===== src/rtl/core/ic3_pkg.sv =====
package ic3_pkg;

  // Fixed field widths
  localparam int PIXEL_W    = 16;
  localparam int OUT_W      = 28;
  localparam int KROW_W     = 24;
  localparam int COEF_W     = 8;
  localparam int DIM_CFG_W  = 13;
  localparam int CFG_IDX_W  = 3;
  localparam int CFG_DATA_W = KROW_W;

  // Geometry
  localparam int TAPS       = 9;
  localparam int KDIM       = 3;
  localparam int MIN_DIM    = 3;
  localparam int MAX_HEIGHT = 4096;
  localparam int ROW_W      = 12;

  // Defaults for top-level parameters
  localparam int MAX_WIDTH_DEF  = 4096;
  localparam int PIXEL_BITS_DEF = 16;

  // Register reset values
  localparam logic [KROW_W-1:0]    KTOP_RST   = 24'hFFFFFF;
  localparam logic [KROW_W-1:0]    KMID_RST   = 24'hFF08FF;
  localparam logic [KROW_W-1:0]    KBOT_RST   = 24'hFFFFFF;
  localparam logic [DIM_CFG_W-1:0] WIDTH_RST  = 13'd4096;
  localparam logic [DIM_CFG_W-1:0] HEIGHT_RST = 13'd4096;

  typedef enum logic [CFG_IDX_W-1:0] {
    REG_KROW_TOP = 3'd0,
    REG_KROW_MID = 3'd1,
    REG_KROW_BOT = 3'd2,
    REG_WIDTH    = 3'd3,
    REG_HEIGHT   = 3'd4
  } cfg_reg_t;

  // Control that travels with a window into the MAC pipeline
  typedef struct packed {
    logic valid;
    logic last;
  } tap_ctl_t;

  // Left column sits in the high byte
  function automatic logic signed [COEF_W-1:0] coef_at(input logic [KROW_W-1:0] bits,
                                                       input logic [1:0] col);
    logic [COEF_W-1:0] b;
    b = bits[(KROW_W-1) - COEF_W*col -: COEF_W];
    return b;
  endfunction

endpackage


===== src/rtl/core/ic3_mac.sv =====
module ic3_mac #(
  parameter int PIXEL_BITS = 16
) (
  input  logic                                    clk,
  input  logic                                    rst_n,
  input  logic                                    en,
  input  logic [ic3_pkg::TAPS-1:0][PIXEL_BITS-1:0] win,
  input  ic3_pkg::tap_ctl_t                       ctl,
  input  logic [ic3_pkg::KDIM-1:0][ic3_pkg::KROW_W-1:0] kernel,
  output logic                                    out_valid,
  output logic signed [ic3_pkg::OUT_W-1:0]        out_value,
  output logic                                    out_last
);
  import ic3_pkg::*;

  localparam int PROD_W = PIXEL_BITS + COEF_W + 1;
  localparam int RS_W   = PROD_W + 2;
  localparam int SUM_W  = PROD_W + 4;
  localparam int EXT_W  = SUM_W + OUT_W;

  logic signed [PROD_W-1:0] pix_ext [TAPS];
  logic signed [PROD_W-1:0] coef_ext [TAPS];
  logic signed [PROD_W-1:0] prod_nxt [TAPS];
  logic signed [PROD_W-1:0] prod_r [TAPS];
  logic signed [RS_W-1:0]   rs_nxt [KDIM];
  logic signed [RS_W-1:0]   rs_r [KDIM];
  logic signed [SUM_W-1:0]  sum_nxt;
  logic signed [EXT_W-1:0]  sum_ext;

  logic                    p_v_r, p_last_r, rs_v_r, rs_last_r, out_valid_r, out_last_r;
  logic signed [OUT_W-1:0] out_value_r;

  always_comb begin
    for (int r = 0; r < KDIM; r++) begin
      for (int j = 0; j < KDIM; j++) begin
        pix_ext[r*KDIM + j]  = PROD_W'({1'b0, win[r*KDIM + j]});
        coef_ext[r*KDIM + j] = PROD_W'(coef_at(kernel[r], 2'(j)));
        prod_nxt[r*KDIM + j] = pix_ext[r*KDIM + j] * coef_ext[r*KDIM + j];
      end
    end
    for (int r = 0; r < KDIM; r++) begin
      rs_nxt[r] = RS_W'(prod_r[r*KDIM]) + RS_W'(prod_r[r*KDIM + 1]) +
                  RS_W'(prod_r[r*KDIM + 2]);
    end
    sum_nxt = SUM_W'(rs_r[0]) + SUM_W'(rs_r[1]) + SUM_W'(rs_r[2]);
    sum_ext = EXT_W'(sum_nxt);
  end

  always_ff @(posedge clk) begin
    if (!rst_n) begin
      p_v_r       <= 1'b0;
      rs_v_r      <= 1'b0;
      out_valid_r <= 1'b0;
    end else if (en) begin
      p_v_r       <= ctl.valid;
      rs_v_r      <= p_v_r;
      out_valid_r <= rs_v_r;
    end
  end

  always_ff @(posedge clk) begin
    if (en) begin
      prod_r      <= prod_nxt;
      p_last_r    <= ctl.last;
      rs_r        <= rs_nxt;
      rs_last_r   <= p_last_r;
      out_value_r <= sum_ext[OUT_W-1:0];
      out_last_r  <= rs_last_r;
    end
  end

  assign out_valid = out_valid_r;
  assign out_value = out_value_r;
  assign out_last  = out_last_r;

endmodule


===== config.mk =====
export PLATFORM = sky130hd
export DESIGN_NAME = ic3_mac
export DESIGN_NICKNAME = d
export VERILOG_FILES = /design/src/rtl/core/ic3_pkg.sv /design/src/rtl/core/ic3_mac.sv
export SDC_FILE = /design/constraint.sdc
export NUM_CORES = 2
export LEC_CHECK = 0
export BUFFER_PORTS_ARGS = -buffer_cell sky130_fd_sc_hd__buf_2
export CELL_PAD_IN_SITES_DETAIL_PLACEMENT = 2
export CELL_PAD_IN_SITES_GLOBAL_PLACEMENT = 2
export CORE_MARGIN = 2
export CORE_UTILIZATION = 45
export DETAILED_ROUTE_END_ITERATION = 6
export GPL_TIMING_DRIVEN = 0
export PLACE_DENSITY_LB_ADDON = 0.12
export SYNTH_ARGS = -nofsm -noshare
export SYNTH_HDL_FRONTEND = slang
export SYNTH_SLANG_ARGS = --single-unit

===== constraint.sdc =====
create_clock -name clk -period 9.05 [get_ports clk]
set_clock_uncertainty 0.1 [all_clocks]
set_input_delay 1.81 -clock clk [delete_from_list [all_inputs] [get_ports clk]]
set_output_delay 1.81 -clock clk [all_outputs]
set_load 0.02 [all_outputs]

==> results.cfg <==
[outcome]
status = completed

[flow_run]
drv_cap = 0

[clocking]
hold_buffers = 0
ctsResizeCount = 0
clk_latency_ps = 590
clockBufferDepth = 3
clockRootBuffer = clkbuf_16
cts_made_buffers = 42
cts_post_setup_buffers_inserted = 0
clk_pin_slew_ps = 60
clock-sinks = 340
cts_tree = yes
htreeDepth = 2

[finish]
final_cell_mix = 1212 x inv_1, 871 x fa_1, 829 x and2_1, 632 x ha_1, 337 x edfxtp_1
final_common_cell = inv_1
nFillCells = 13500
multi_input_area_mm2 = 0.0418
nNetsFinal = 7917
drive_above_1_share = 0.0557
regArea_mm2 = 0.0102
areaGrowthSynthToFinish_pct = 8.33

[global_routing]
antenna_found_initial = 12
grt_use_total = 0.285
grt_pass1_wl_um = 290000
grt_max_degree = 131
grt_overflow = 0
grt_pass1_vias = 50700

[sta]
fmax_ghz = 0.140
tns_ps = 0
hold_viol_final = 0
rsz0062_at_grt = false
period_share = 0.788
slew_violations = 0
worst_slew_pin_slew_ps = 969
setup_viol_count_final = 0
period_minus_slack_ps = 7130
relSlewSlack = 0.354

[synthesis]
ys_warn_count = 0
synth_seq_area_share = 0.179
yosys.area_share.adder = 0.445
syn-num-nets = 7621
synth-simple-area-share = 0.166
synth_seq_cells = 340
synth_ff_type = edfxtp_1
ys_async_sr_fraction = 0
synth_top_family_by_area = adder cells
synthXorXnorAreaFrac = 0.0342
syn-cell-area_mm2 = 0.0569
synthCells = 5897
synth_compound_area_frac = 0.0874
avgSynthCellArea_um2 = 9.65
ys_types = 75
muxShareOfSynthArea = 0.00158
synth_enable_flop_cells = 337

[setup_path]
end_kind = register
path_cells = buf_2 -> inv_1 -> buf_1 -> fa_1 -> fa_1 -> inv_1 -> fa_1 -> inv_1 -> fa_1 -> inv_1 -> ha_1 -> o21a_1 -> o31a_1 -> o31ai_1 -> a21oi_1 -> nor2_1 -> a31oi_1 -> xnor2_1
cp.required_ps = 9240
worstPathMaxFanout = 10
cp_slowest_stage_delay_ps = 570
cp-start-kind = input pin
worstPathArrival_ps = 7330
worstSetupPathType = input pin to register
critPathSlowestCell = xnor2_1

[detailed_routing]
routed_via_density = 5.45
wirelength_um = 181000
antenna_left = 0
post-route-drc-count = 0
wl_per_cell_um = 22.9
vias = 42900
first_iter_violations = 1825
drtPass1Iterations = 7

[die]
core_area_mm2 = 0.126
ios = 251
dieHeight_um = 360
start_util = 0.453
die_w_um = 360
row_count = 130
dieArea_mm2 = 0.129

[placement]
io_buffers = 250
gp_congestion = 0.843
hpwl_um = 151000

[hold_path]
holdCritPathClass = register to register
critical path, delay by kind of cell:
family                   cells  cell delay (ps)
AO/OA/AOI/OAI                5             1250
AND/OR/NAND/NOR              1              230
buffers and inverters        6             1000
adder cells (fa/ha/maj)      5             2440
XOR/XNOR                     1              570
metal layers:
layer	GRT usage	part of all wire	up-vias
met5	0	0.000072	-
met1	0.363	0.42	22700
met3	0.0238	0.031	218
met4	0.0604	0.022	2
li1	-	-	19400
met2	0.527	0.52	674
stage by stage:
stage,utilization,setup WS [ps],area (µm²),cells,hold slack [ps]
2_1_floorplan,-,2530,56900,5897,300
3_3_place_gp,0.480,1160,60200,7797,308
3_5_place_dp,0.480,1420,60300,7799,315
4_1_cts,0.491,1960,61700,7877,328
5_1_grt,0.491,1680,61700,7879,333
6_report,0.491,1920,61700,7879,324
cell families after synthesis:
group	count (synthesis)
adder cells (fa/ha/maj)	1503
multiplexers	9
AO/OA/AOI/OAI	753
buffers and inverters	1310
flip-flops	340
XOR/XNOR	222
AND/OR/NAND/NOR	1760
state kept, by name (all words and copies together), names as in the netlist:
signal     cells
prod_r       225
rs_r          81
out_value     28
out_last       1
out_valid      1
p_last_r       1
p_v_r          1
rs_last_r      1
rs_v_r         1
final cells by class:
class,instances,share of cell area
diodes,2,0.0000812
inverters,1212,0.0738
multi-input cells,4247,0.678
clock buffers,47,0.0173
plain buffers,98,0.00601
clock inverters,31,0.00467
well taps,1650,0.0335
flip-flops and latches,340,0.165
repair buffers,252,0.0213
synthesized netlist by cell type, drive strengths merged, types with 88 or more instances:
| cell | n | area share |
|---|---|---|
| nand2 | 309 | 0.020 |
| clkbuf | 88 | 0.0058 |
| fa | 871 | 0.31 |
| inv | 1212 | 0.080 |
| nor2 | 286 | 0.019 |
| ha | 632 | 0.14 |
| o21ai | 125 | 0.011 |
| a21oi | 226 | 0.020 |
| xnor2 | 158 | 0.024 |
| edfxtp | 337 | 0.18 |
| a21o | 106 | 0.014 |
| and2 | 829 | 0.091 |
path summary, 6_finish.rpt:
kind	start	endpoint	slack, ps	cells after the start
max reg2reg	rs_r[55]	out_value[21]	4890	11
min reg2reg	rs_last_r	out_last	320	0
min	rs_last_r	out_last	320	0
max	kernel[39]	prod_r[124]	1920	18
Power is left out: the tool's default activity adds up to more than one toggle a clock period on the data nets, which glitch-free logic cannot reach.
